===== config.mk =====
export PLATFORM = sky130hd
export DESIGN_NAME = uac_control_descriptor_parser_core
export DESIGN_NICKNAME = d
export VERILOG_FILES = /design/src/hdl/uac_cdp_pkg.sv /design/src/hdl/uac_cdp_walker.sv /design/src/hdl/uac_cdp_decoder.sv /design/src/hdl/uac_control_descriptor_parser_core.sv
export VERILOG_INCLUDE_DIRS = /design/src /design/src/hdl
export SDC_FILE = /design/constraint.sdc
export NUM_CORES = 1
export LEC_CHECK = 0
export BUFFER_PORTS_ARGS = -buffer_cell sky130_fd_sc_hd__buf_2
export CAP_MARGIN = 20
export CORE_MARGIN = 5
export CORE_UTILIZATION = 45
export CTS_CLUSTER_DIAMETER = 60
export DETAILED_ROUTE_END_ITERATION = 8
export PLACE_DENSITY = 0.63
export SYNTH_ARGS = -nofsm -noshare
export SYNTH_HDL_FRONTEND = slang
export SYNTH_SLANG_ARGS = --single-unit

===== constraint.sdc =====
create_clock -name clk -period 14.4 [get_ports clk]
set_input_delay 1.44 -clock clk [delete_from_list [all_inputs] [get_ports clk]]
set_output_delay 1.44 -clock clk [all_outputs]
set_load 0.005 [all_outputs]

===== src/hdl/assert_macros.svh =====
// Assertion helpers used by the parser core.
`ifndef ASSERT_MACROS_SVH
`define ASSERT_MACROS_SVH

// Check a property on every rising edge of clk outside reset.
`define ASSERT_CLK(label, prop, msg) \
	label: assert property (@(posedge clk) disable iff (!arst_n) (prop)) else $error(msg);

// Check an implication on every rising edge of clk outside reset.
`define ASSERT_IMP(label, pre, post, msg) \
	label: assert property (@(posedge clk) disable iff (!arst_n) (pre) |-> (post)) \
		else $error(msg);

`endif


===== src/hdl/uac_cdp_pkg.sv =====
package uac_cdp_pkg;

	// Table sizes
	localparam int MAX_TERMINALS     = 8;
	localparam int MAX_FEATURE_UNITS = 8;
	localparam int MAX_CLOCK_SOURCES = 4;

	localparam int TERM_CNT_W  = $clog2(MAX_TERMINALS + 1);
	localparam int FEAT_CNT_W  = $clog2(MAX_FEATURE_UNITS + 1);
	localparam int CLOCK_CNT_W = $clog2(MAX_CLOCK_SOURCES + 1);

	// Descriptor bytes kept per descriptor (byte 0 is the length, held apart)
	localparam int CAP_LAST = 12;

	// Descriptor codes
	localparam logic [7:0] CS_IFACE   = 8'h24;
	localparam logic [7:0] ST_HEADER  = 8'h01;
	localparam logic [7:0] ST_INPUT   = 8'h02;
	localparam logic [7:0] ST_OUTPUT  = 8'h03;
	localparam logic [7:0] ST_FEATURE = 8'h06;
	localparam logic [7:0] ST_CLOCK   = 8'h0A;

	localparam logic [7:0]  MIN_DESC_LEN = 8'h03;
	localparam logic [15:0] BCD_UAC2     = 16'h0200;
	localparam logic [7:0]  MUTE_MASK    = 8'h03;
	localparam logic [7:0]  VOLUME_MASK  = 8'h0C;
	localparam logic [7:0]  BYTE_MASK    = 8'hFF;

	// Class version codes
	localparam logic [1:0] VER_UNKNOWN = 2'd0;
	localparam logic [1:0] VER_1       = 2'd1;
	localparam logic [1:0] VER_2       = 2'd2;

	// Record kinds
	localparam logic [2:0] KIND_HEADER  = 3'd0;
	localparam logic [2:0] KIND_INPUT   = 3'd1;
	localparam logic [2:0] KIND_OUTPUT  = 3'd2;
	localparam logic [2:0] KIND_FEATURE = 3'd3;
	localparam logic [2:0] KIND_CLOCK   = 3'd4;

	typedef struct packed {
		logic [7:0] data_byte;
		logic       last_byte;
	} item_t;

	typedef struct packed {
		logic [2:0]  record_kind;
		logic [2:0]  table_slot;
		logic [7:0]  entity_id;
		logic [15:0] type_word;
		logic [7:0]  assoc_terminal;
		logic [7:0]  source_id;
		logic [7:0]  channel_count;
		logic [15:0] channel_config;
		logic [7:0]  clock_source_id;
		logic [7:0]  clock_attributes;
		logic [7:0]  control_bits;
		logic [1:0]  feature_flags;
	} record_t;

	typedef logic [CAP_LAST:1][7:0] desc_bytes_t;

	// Walker to decoder: a descriptor completes this cycle
	typedef struct packed {
		logic        done;
		logic [7:0]  len;
		desc_bytes_t bytes;
	} walk_t;

endpackage


===== src/hdl/uac_cdp_walker.sv =====
module uac_cdp_walker import uac_cdp_pkg::*; (
	input  logic  clk,
	input  logic  arst_n,
	input  logic  step,
	input  item_t item,
	output walk_t walk
);

	logic [7:0]  pos_q;
	logic [7:0]  len_q;
	logic        stopped_q;
	logic [7:0]  cap_q [1:CAP_LAST];
	logic [8:0]  pos_next;
	logic        body_byte;
	logic        done;
	desc_bytes_t view;

	// Advance position; a descriptor completes when it reaches the length
	assign pos_next  = {1'b0, pos_q} + 9'd1;
	assign body_byte = step && !stopped_q && (pos_q != 8'd0);
	assign done      = body_byte && (pos_next >= {1'b0, len_q});

	// Present the captured bytes with the current byte merged in
	always_comb begin
		for (int i = 1; i <= CAP_LAST; i++) begin
			view[i] = (pos_q == 8'(i)) ? item.data_byte : cap_q[i];
		end
	end

	assign walk.done  = done;
	assign walk.len   = len_q;
	assign walk.bytes = view;

	// Walk state: length byte, body bytes, stop and re-arm on the last byte
	always_ff @(posedge clk or negedge arst_n) begin
		if (!arst_n) begin
			pos_q     <= 8'd0;
			len_q     <= 8'd0;
			stopped_q <= 1'b0;
		end else if (step) begin
			if (item.last_byte) begin
				pos_q     <= 8'd0;
				stopped_q <= 1'b0;
			end else if (!stopped_q) begin
				if (pos_q == 8'd0) begin
					if (item.data_byte < MIN_DESC_LEN) begin
						stopped_q <= 1'b1;
					end else begin
						len_q <= item.data_byte;
						pos_q <= 8'd1;
					end
				end else begin
					pos_q <= done ? 8'd0 : pos_next[7:0];
				end
			end
		end
	end

	// Capture the leading body bytes
	always_ff @(posedge clk) begin
		if (body_byte && (pos_q <= 8'(CAP_LAST))) begin
			cap_q[pos_q[3:0]] <= item.data_byte;
		end
	end

endmodule


===== src/hdl/uac_cdp_decoder.sv =====
module uac_cdp_decoder import uac_cdp_pkg::*; (
	input  logic    clk,
	input  logic    arst_n,
	input  walk_t   walk,
	output logic    rec_valid,
	output record_t rec
);

	logic [1:0]             version_q;
	logic [TERM_CNT_W-1:0]  in_cnt_q;
	logic [TERM_CNT_W-1:0]  out_cnt_q;
	logic [FEAT_CNT_W-1:0]  feat_cnt_q;
	logic [CLOCK_CNT_W-1:0] clk_cnt_q;

	logic        hdr_hit;
	logic        in_hit;
	logic        out_hit;
	logic        feat_hit;
	logic        clk_hit;
	logic [15:0] bcd;
	logic [7:0]  ctl;
	logic [7:0]  len;
	desc_bytes_t b;

	assign b   = walk.bytes;
	assign len = walk.len;
	assign bcd = {b[4], b[3]};

	// Decode a completed class-specific descriptor
	always_comb begin
		rec      = '0;
		hdr_hit  = 1'b0;
		in_hit   = 1'b0;
		out_hit  = 1'b0;
		feat_hit = 1'b0;
		clk_hit  = 1'b0;
		ctl      = 8'd0;
		if (walk.done && (b[1] == CS_IFACE)) begin
			case (b[2])
				ST_HEADER: begin
					hdr_hit = (len >= 8'd8);
					rec.record_kind = KIND_HEADER;
					rec.type_word   = bcd;
				end
				ST_INPUT: begin
					in_hit = (in_cnt_q < TERM_CNT_W'(MAX_TERMINALS)) && (len >= 8'd12);
					rec.record_kind    = KIND_INPUT;
					rec.table_slot     = 3'(in_cnt_q);
					rec.entity_id      = b[3];
					rec.type_word      = {b[5], b[4]};
					rec.assoc_terminal = b[6];
					rec.channel_count  = b[7];
					rec.channel_config = {b[9], b[8]};
					if ((version_q == VER_2) && (len >= 8'd17)) begin
						rec.clock_source_id = b[12];
					end
				end
				ST_OUTPUT: begin
					out_hit = (out_cnt_q < TERM_CNT_W'(MAX_TERMINALS)) && (len >= 8'd9);
					rec.record_kind    = KIND_OUTPUT;
					rec.table_slot     = 3'(out_cnt_q);
					rec.entity_id      = b[3];
					rec.type_word      = {b[5], b[4]};
					rec.assoc_terminal = b[6];
					rec.source_id      = b[7];
					if ((version_q == VER_2) && (len >= 8'd12)) begin
						rec.clock_source_id = b[8];
					end
				end
				ST_FEATURE: begin
					feat_hit = (feat_cnt_q < FEAT_CNT_W'(MAX_FEATURE_UNITS)) && (len >= 8'd7);
					rec.record_kind = KIND_FEATURE;
					rec.table_slot  = 3'(feat_cnt_q);
					rec.entity_id   = b[3];
					rec.source_id   = b[4];
					if (version_q == VER_1) begin
						if ((b[5] != 8'd0) && ({1'b0, len} >= (9'd7 + {1'b0, b[5]}))) begin
							ctl = b[6];
						end
						rec.feature_flags = ctl[1:0];
					end else begin
						if (len >= 8'd10) begin
							ctl = b[6];
						end
						rec.feature_flags = {|(ctl & VOLUME_MASK), |(ctl & MUTE_MASK)};
					end
					rec.control_bits = ctl & BYTE_MASK;
				end
				ST_CLOCK: begin
					clk_hit = (version_q == VER_2)
						&& (clk_cnt_q < CLOCK_CNT_W'(MAX_CLOCK_SOURCES)) && (len >= 8'd8);
					rec.record_kind      = KIND_CLOCK;
					rec.table_slot       = 3'(clk_cnt_q);
					rec.entity_id        = b[3];
					rec.clock_attributes = b[4];
					rec.control_bits     = b[5];
					rec.assoc_terminal   = b[6];
				end
				default: ;
			endcase
		end
	end

	assign rec_valid = hdr_hit || in_hit || out_hit || feat_hit || clk_hit;

	// Version and table counts: cleared only by reset
	always_ff @(posedge clk or negedge arst_n) begin
		if (!arst_n) begin
			version_q  <= VER_UNKNOWN;
			in_cnt_q   <= '0;
			out_cnt_q  <= '0;
			feat_cnt_q <= '0;
			clk_cnt_q  <= '0;
		end else begin
			if (hdr_hit) begin
				version_q <= (bcd >= BCD_UAC2) ? VER_2 : VER_1;
			end
			if (in_hit) begin
				in_cnt_q <= in_cnt_q + TERM_CNT_W'(1);
			end
			if (out_hit) begin
				out_cnt_q <= out_cnt_q + TERM_CNT_W'(1);
			end
			if (feat_hit) begin
				feat_cnt_q <= feat_cnt_q + FEAT_CNT_W'(1);
			end
			if (clk_hit) begin
				clk_cnt_q <= clk_cnt_q + CLOCK_CNT_W'(1);
			end
		end
	end

endmodule


===== src/hdl/uac_control_descriptor_parser_core.sv =====
// The input register holds a descriptor's final byte, and the record register then holds its record.
// Throughput: one byte per cycle; the input register and the record register each hold
// one transfer, and the input side stalls only while a record waits to be taken.
// Reset (arst_n low) clears the walk, the class version and all table counts; the
// captured descriptor bytes are not reset.
`include "assert_macros.svh"

module uac_control_descriptor_parser_core import uac_cdp_pkg::*; (
	input  logic    clk,
	input  logic    arst_n,
	input  logic    item_valid,
	output logic    item_ready,
	input  item_t   item,
	output logic    record_valid,
	input  logic    record_ready,
	output record_t record
);

	logic    valid_s1;
	item_t   item_s1;
	logic    advance;
	walk_t   walk;
	logic    rec_valid;
	record_t rec;
	logic    out_valid_q;
	record_t out_q;

	// Process the held byte when the record register is free or being emptied
	assign advance    = valid_s1 && (!out_valid_q || record_ready);
	assign item_ready = !valid_s1 || advance;

	// Input register
	always_ff @(posedge clk or negedge arst_n) begin
		if (!arst_n) begin
			valid_s1 <= 1'b0;
		end else if (item_ready) begin
			valid_s1 <= item_valid;
		end
	end

	always_ff @(posedge clk) begin
		if (item_ready && item_valid) begin
			item_s1 <= item;
		end
	end

	uac_cdp_walker u_walker (
		.clk    (clk),
		.arst_n (arst_n),
		.step   (advance),
		.item   (item_s1),
		.walk   (walk)
	);

	uac_cdp_decoder u_decoder (
		.clk       (clk),
		.arst_n    (arst_n),
		.walk      (walk),
		.rec_valid (rec_valid),
		.rec       (rec)
	);

	// Record register
	always_ff @(posedge clk or negedge arst_n) begin
		if (!arst_n) begin
			out_valid_q <= 1'b0;
		end else if (advance) begin
			out_valid_q <= rec_valid;
		end else if (record_ready) begin
			out_valid_q <= 1'b0;
		end
	end

	always_ff @(posedge clk) begin
		if (advance && rec_valid) begin
			out_q <= rec;
		end
	end

	assign record_valid = out_valid_q;
	assign record       = out_q;

	`ASSERT_IMP(a_no_overwrite, out_valid_q && !record_ready, !advance, "record overwritten while stalled")
	`ASSERT_IMP(a_empty_takes, !valid_s1, item_ready, "input register empty but not ready")
	`ASSERT_IMP(a_kind_range, record_valid, record.record_kind <= KIND_CLOCK, "record kind out of range")
	`ASSERT_IMP(a_header_zero, record_valid && (record.record_kind == KIND_HEADER), (record.table_slot == 3'd0) && (record.entity_id == 8'd0), "header record carries slot or id")

endmodule

==> impl_metrics.toml, run 1 <==
[logic_synthesis]
ys_seq_area_share_pct = 66.1
syn_area_per_cell_um2 = 13.7
ys_async_sr_fraction_pct = 16.3
synth_top_family_by_area = "simple AND/OR/NAND/NOR gates"
synthSimpleGateAreaFrac_pct = 11.0
synthesis.nets = 750
ys_seq_elements = 221
synth-xor-area-share_pct = 1.79
synth_compound_area_share_pct = 8.25
synthCells = 712
yosysWarnings = 0
synth_area_um2 = 9770
synth_edf_count = 185
synth-main-ff-cell = "edfxtp_1"
ys_types = 62
yosys-mux-area-fraction_pct = 7.66
synth_fa_ha_area_share_pct = 3.20

[critical_path]
cp_data_required_time_ps = 14630
path_cells = "nor4_4, nand3_1, mux2i_1, ha_1, ha_1, o21ai_0, a21oi_1, nor3_1, o21ai_0, a32oi_2, o22ai_1"
reg2reg_to = "record[9]"
startpoint_type = "register"
endpoint_kind = "register"
worstSetupPathType = "register to register"
critPathArrivalTime_ps = 4840
crit_slowest_cell = "nand3_1"
cp_num_buf_inv = 0
critPathMaxFanout = 21
rrSetupSlack_ps = 9790
cpLargestDelayFamily = "simple AND/OR/NAND/NOR gates"
cp_slowest_stage_delay_ps = 830
worstReg2RegStart = "u_walker.pos_q[5]"
reg2regPathDepth = 11

[routing]
routedWlPerCell_um = 20.8
met3WireLength_um = 1720
via_per_inst = 5.70
drc = 0
firstDrtPassIters = 5
final_antenna_net_count = 0
top_layer = "met4"
drt_iter0_markers = 484
wl_met2_um = 10900
wl_um = 23400
detailroute.via_count = 6417
met1Wirelength_um = 10000

[layout]
finalNetCount = 867
nFillCells = 1794
n_antenna_cell = 0
drive_above_1_share_pct = 22.2
syn2layout_area_growth_pct = 17.4
final_common_cell = "edfxtp_1"
final_cell_mix = "edfxtp_1, buf_2, mux2i_1, nor2_1, o22ai_1"

[clock_network]
insertion_delay_ps = 510
cts_made_buffers = 23
hold_buffers = 0
cts-resized-gates = 0
cts_setup_buffers = 0
root_buffer = "clkbuf_16"
cts_tree = "built"
cts.clk_slew.worst_paths_ps = 60
h-tree-depth = 1
cts_sinks = 221
cts_max_path_buffers = 3

[min_path]
holdPathStages = 1
whs_endpoint = "u_decoder.in_cnt_q[3]"
holdCritPathClass = "register to register"
hp-start = "u_decoder.in_cnt_q[3]"

[timing]
fin_skew_ps = 15.0
slew_viol_final = 0
worstMarginPinSlew_ps = 933
period_share_pct = 32.0
fin_setup_tns_ps = 0
whs_ps = 461
fmax_mhz = 217
period_minus_slack_ps = 4610
grt_setup_unrepaired = "no"
maxSlewHeadroom_pct = 37.6
hold_violations = 0
setup_viol = 0

[floorplanning]
die_w_um = 157
die_y_um = 157
initial_core_util_pct = 45.2
ios = 111
num_rows = 54
core_area_um2 = 21600
dieArea_um2 = 24800

[global_route]
grt.total_usage_pct = 18.5
overflow = 0
antenna_found_initial = 0
grt_pass1_vias = 6302
grt_pass1_wl_um = 35900
grt_max_degree = 97

[power_and_ir_drop]
p_per_area_nw_per_um2 = 130
ir_drop_mv = 0.0541
leakage_nw = 4.69

[place]
gp_congestion = 0.864
port_buffers = 110
hpwl_um = 15900

[flow_run]
maxCapViolCount = 0

[run_status]
outcome = "finished, final reports clean"
-- registers in the layout, indices dropped and copies added (netlist names) --
| name | cells |
|---|---|
| u_walker.stopped_q | 1 |
| u_decoder.version_q | 2 |
| u_walker.pos_q | 8 |
| u_walker.cap_q | 80 |
| item_s1 | 9 |
| record_valid | 1 |
| u_decoder.clk_cnt_q | 3 |
| u_decoder.feat_cnt_q | 4 |
| record | 96 |
| u_walker.len_q | 8 |
| valid_s1 | 1 |
| u_decoder.out_cnt_q | 4 |
| u_decoder.in_cnt_q | 4 |
-- worst max path at each step --
stage | startpoint | endpoint | slack [ps] | cells after the start
after floorplan | u_walker.pos_q[0] | record[0] | 8020 | 13
after global placement | u_walker.pos_q[0] | record[14] | 9870 | 13
after detailed placement | u_walker.pos_q[0] | record[46] | 9760 | 13
after CTS | u_walker.pos_q[0] | record[46] | 9730 | 13
after global routing | u_walker.pos_q[5] | record[5] | 9390 | 9
final | u_walker.pos_q[5] | record[9] | 9790 | 11
-- power by group --
part           leakage, nW  internal, mW  switching, mW  total, mW
Sequential            2.15         0.709         0.0231      0.732
Combinational         2.15        0.0517         0.0945      0.146
Clock                0.390         0.371          0.238      0.609
-- final cells by class --
class / count / area, um2 / area share [%]
Inverter: 16 / 60.1 / 0.524
Clock inverter: 16 / 189 / 1.65
Timing Repair Buffer: 125 / 683 / 5.95
Tap cell: 280 / 350 / 3.05
Sequential cell: 221 / 6460 / 56.3
Clock buffer: 26 / 597 / 5.20
Multi-Input combinational cell: 442 / 3140 / 27.3
-- logic make-up after synthesis --
| logic type | after synthesis |
|---|---|
| AO/OA/AOI/OAI | 119 |
| XOR/XNOR | 20 |
| adder cells (fa/ha/maj) | 25 |
| buffers and inverters | 49 |
| flip-flops | 221 |
| multiplexers | 73 |
| AND/OR/NAND/NOR | 205 |
-- stage by stage --
step,cell area (um2),std cells,util (%),power (mW),setup WS [ps]
finish,11500,1126,53.1,1.49,9790
global route,11500,1126,53.1,1.55,9390
CTS,11400,1124,52.9,1.49,9730
detailed placement,10700,1082,49.3,0.886,9760
global placement,10700,1082,49.3,0.882,9870
floorplan,9770,712,-,0.834,8020
-- synth_stat cells (2+ instances only) --
cell       number  area share [%]
and3_1         13            0.83
edfxtp_1      185              57
o22ai_1        40             2.6
nand2_1        31             1.2
nand2b_1        5            0.32
a21o_1          4            0.31
a211oi_1        3            0.23
nand3b_1        2            0.15
buf_2          10            0.51
xor2_1          6            0.54
mux2i_1        59             6.0
mux2_2         14             1.6
ha_1           25             3.2
o21bai_1        2            0.15
nand3_1        26             1.3
or4b_1          3            0.31
nor2_1         59             2.3
nand4b_1        3            0.27
buf_1           3            0.12
or4_1           3            0.23
a22o_1          7            0.63
xnor2_1        14             1.3
a21oi_1        13            0.67
inv_1          16            0.61
nand4_1        12            0.77
and2_1         10            0.64
o21ai_0        22             1.1
nor3b_1         2            0.15
or3_1           2            0.13
or2_2           4            0.26
nor4_1          7            0.45
nor4_2          2            0.26
a22oi_1         6            0.46
nor2b_1         9            0.58
nor3_1          7            0.36
dfrtp_1        36             9.2
o2bb2ai_1       2            0.18
clkbuf_1       20            0.77
o21a_1          2            0.15
-- metal layers --
| layer | up-vias | track usage, % |
|---|---|---|
| met1 | 3145 | 25.7 |
| met5 | - | 0 |
| met2 | 242 | 29.7 |
| met3 | 50 | 3.63 |
| met4 | 0 | 6.02 |
| li1 | 2980 | - |
(Power assumes the default switching activity.)
==> run 2: changes to the inputs <==
- clock period: 14.4 -> 4.5 ns (I/O delays scaled with it)
==> run 2 against run 1 <==
  * Total power increased to 3.2 times the previous value
  * Clock-buffer cell count grew 9
  * Critical path depth is 2 higher
==> impl_metrics.toml, run 2 (synthesized netlist as in run 1, its figures left out) <==
[routing]
drc = 0
via_per_inst = 5.67
final_antenna_net_count = 0
firstDrtPassIters = 5
drt_iter0_markers = 638
routedWlPerCell_um = 21.1
wl_um = 24200
detailroute.via_count = 6500

[critical_path]
critPathMaxFanout = 32
endpoint_kind = "register"
critPathArrivalTime_ps = 4360
startpoint_type = "register"
reg2regPathDepth = 13
cp_data_required_time_ps = 4710
worstSetupPathType = "register to register"

[floorplanning]
die_y_um = 157
die_w_um = 157
initial_core_util_pct = 45.2
dieArea_um2 = 24800
core_area_um2 = 21600
ios = 111
num_rows = 54

[timing]
fin_skew_ps = 8.54
fin_setup_tns_ps = 0
grt_setup_unrepaired = "no"
period_minus_slack_ps = 4150
slew_viol_final = 0
worstMarginPinSlew_ps = 874
fmax_mhz = 241
setup_viol = 0
setup_slack_ps = 350
maxSlewHeadroom_pct = 41.2
whs_ps = 20.6
hold_violations = 0
period_share_pct = 92.2

[power_and_ir_drop]
leakage_nw = 4.80
p_sw_mw = 1.16
p_per_area_nw_per_um2 = 413
sw_frac_of_total_pct = 24.0
p_comb_share_pct = 9.5
power_frac_clock_pct = 41.4
p_int_mw = 3.66
ir_drop_mv = 0.200
pwr-share-seq_pct = 49.0

[clock_network]
h-tree-depth = 1
cts_max_path_buffers = 3
cts_made_buffers = 24
cts-resized-gates = 0
cts.clk_slew.worst_paths_ps = 60
insertion_delay_ps = 520
cts_sinks = 221
cts_setup_buffers = 0
hold_buffers = 0
root_buffer = "clkbuf_16"
cts_tree = "built"

[flow_run]
maxCapViolCount = 0

[run_status]
outcome = "finished, final reports clean"

[global_route]
antenna_found_initial = 0
grt_pass1_vias = 6462
grt_max_degree = 37
overflow = 0
grt.total_usage_pct = 19.4
grt_pass1_wl_um = 37200

[layout]
largest_reg_flops = 96
syn2layout_area_growth_pct = 19.4
n_antenna_cell = 0
final_common_cell = "edfxtp_1"
finalNetCount = 887
final_cell_mix = "edfxtp_1, buf_2, mux2i_1, nor2_1, o22ai_1"
final_core_util_pct = 54.0
top_register = "record"
drive_above_1_share_pct = 24.5
nFillCells = 1801
stdcell_area_um2 = 11700

[min_path]
holdCritPathClass = "input port to asynchronous set/reset pin"

[place]
hpwl_um = 17000
port_buffers = 110
gp_congestion = 0.926
place_area_um2 = 10800
place_ws_ps = 395
-- run 2: cell count changes in the layout (fill, tap and decap cells not counted), sizes merged --
cell | before | now
clkinv | 10 | 5
buf | 124 | 144
bufinv | 4 | 2
clkbuf | 27 | 35
clkinvlp | 0 | 1
inv | 18 | 17
-- run 2: layer usage --
| layer | vias up | share of wire (%) | global-route usage [%] |
|---|---|---|---|
| met4 | 0 | 3.3 | 6.68 |
| met3 | 54 | 8.9 | 4.23 |
| li1 | 3019 | - | - |
| met5 | - | 0 | 0 |
| met1 | 3153 | 42 | 26.6 |
| met2 | 274 | 46 | 30.8 |
-- run 2: stage by stage --
| step | std cells | total power, mW |
|---|---|---|
| final | 1147 | 4.82 |
| after global routing | 1147 | 5.00 |
| after CTS | 1147 | 4.85 |
| after detailed placement | 1103 | 2.85 |
| after global placement | 1103 | 2.83 |
| after floorplan | 712 | 2.67 |
-- run 2: path summary, 6_finish.rpt --
kind | end | from | slack [ps]
min reg2reg | u_decoder.in_cnt_q[3] | u_decoder.in_cnt_q[3] | 480
max | record[44] | u_walker.pos_q[1] | 350
max in group asynchronous | u_walker.pos_q[4] | arst_n | 3970
min | u_decoder.out_cnt_q[3] | arst_n | 20
min in group clk | item_s1[6] | item[6] | 110
max reg2reg | record[44] | u_walker.pos_q[1] | 350
-- run 2: worst max-delay path, stage by stage, from the launching register on --
cell and delay (ps):
dfrtp_1 440, ha_1 350, nand3_1 180, or2_2 360, xnor2_1 140, ha_1 310
and3_1 170, and3_1 160, a211oi_1 70, buf_4 170, nor3_1 600, o21ai_0 330
nand3_4 290, buf_12 240
-- run 2: power by group through the flow --
stage	clock [mW]	combinational (mW)	sequential [mW]
final	2.00	0.458	2.36
after detailed placement	0	0.447	2.40
after global placement	0	0.431	2.40
after global routing	2.12	0.512	2.37
after CTS	2.04	0.451	2.36
after floorplan	0	0.305	2.36
-- run 2: final cells by class --
class / count / area (um2) / share of cell area [%]
sequential: 221 / 6460 / 55.3
multi-input combinational: 442 / 3140 / 26.9
timing repair buffer: 144 / 843 / 7.23
clock buffer: 35 / 714 / 6.12
tap: 280 / 350 / 3.00
clock inverter: 9 / 108 / 0.922
inverter: 16 / 60.1 / 0.515
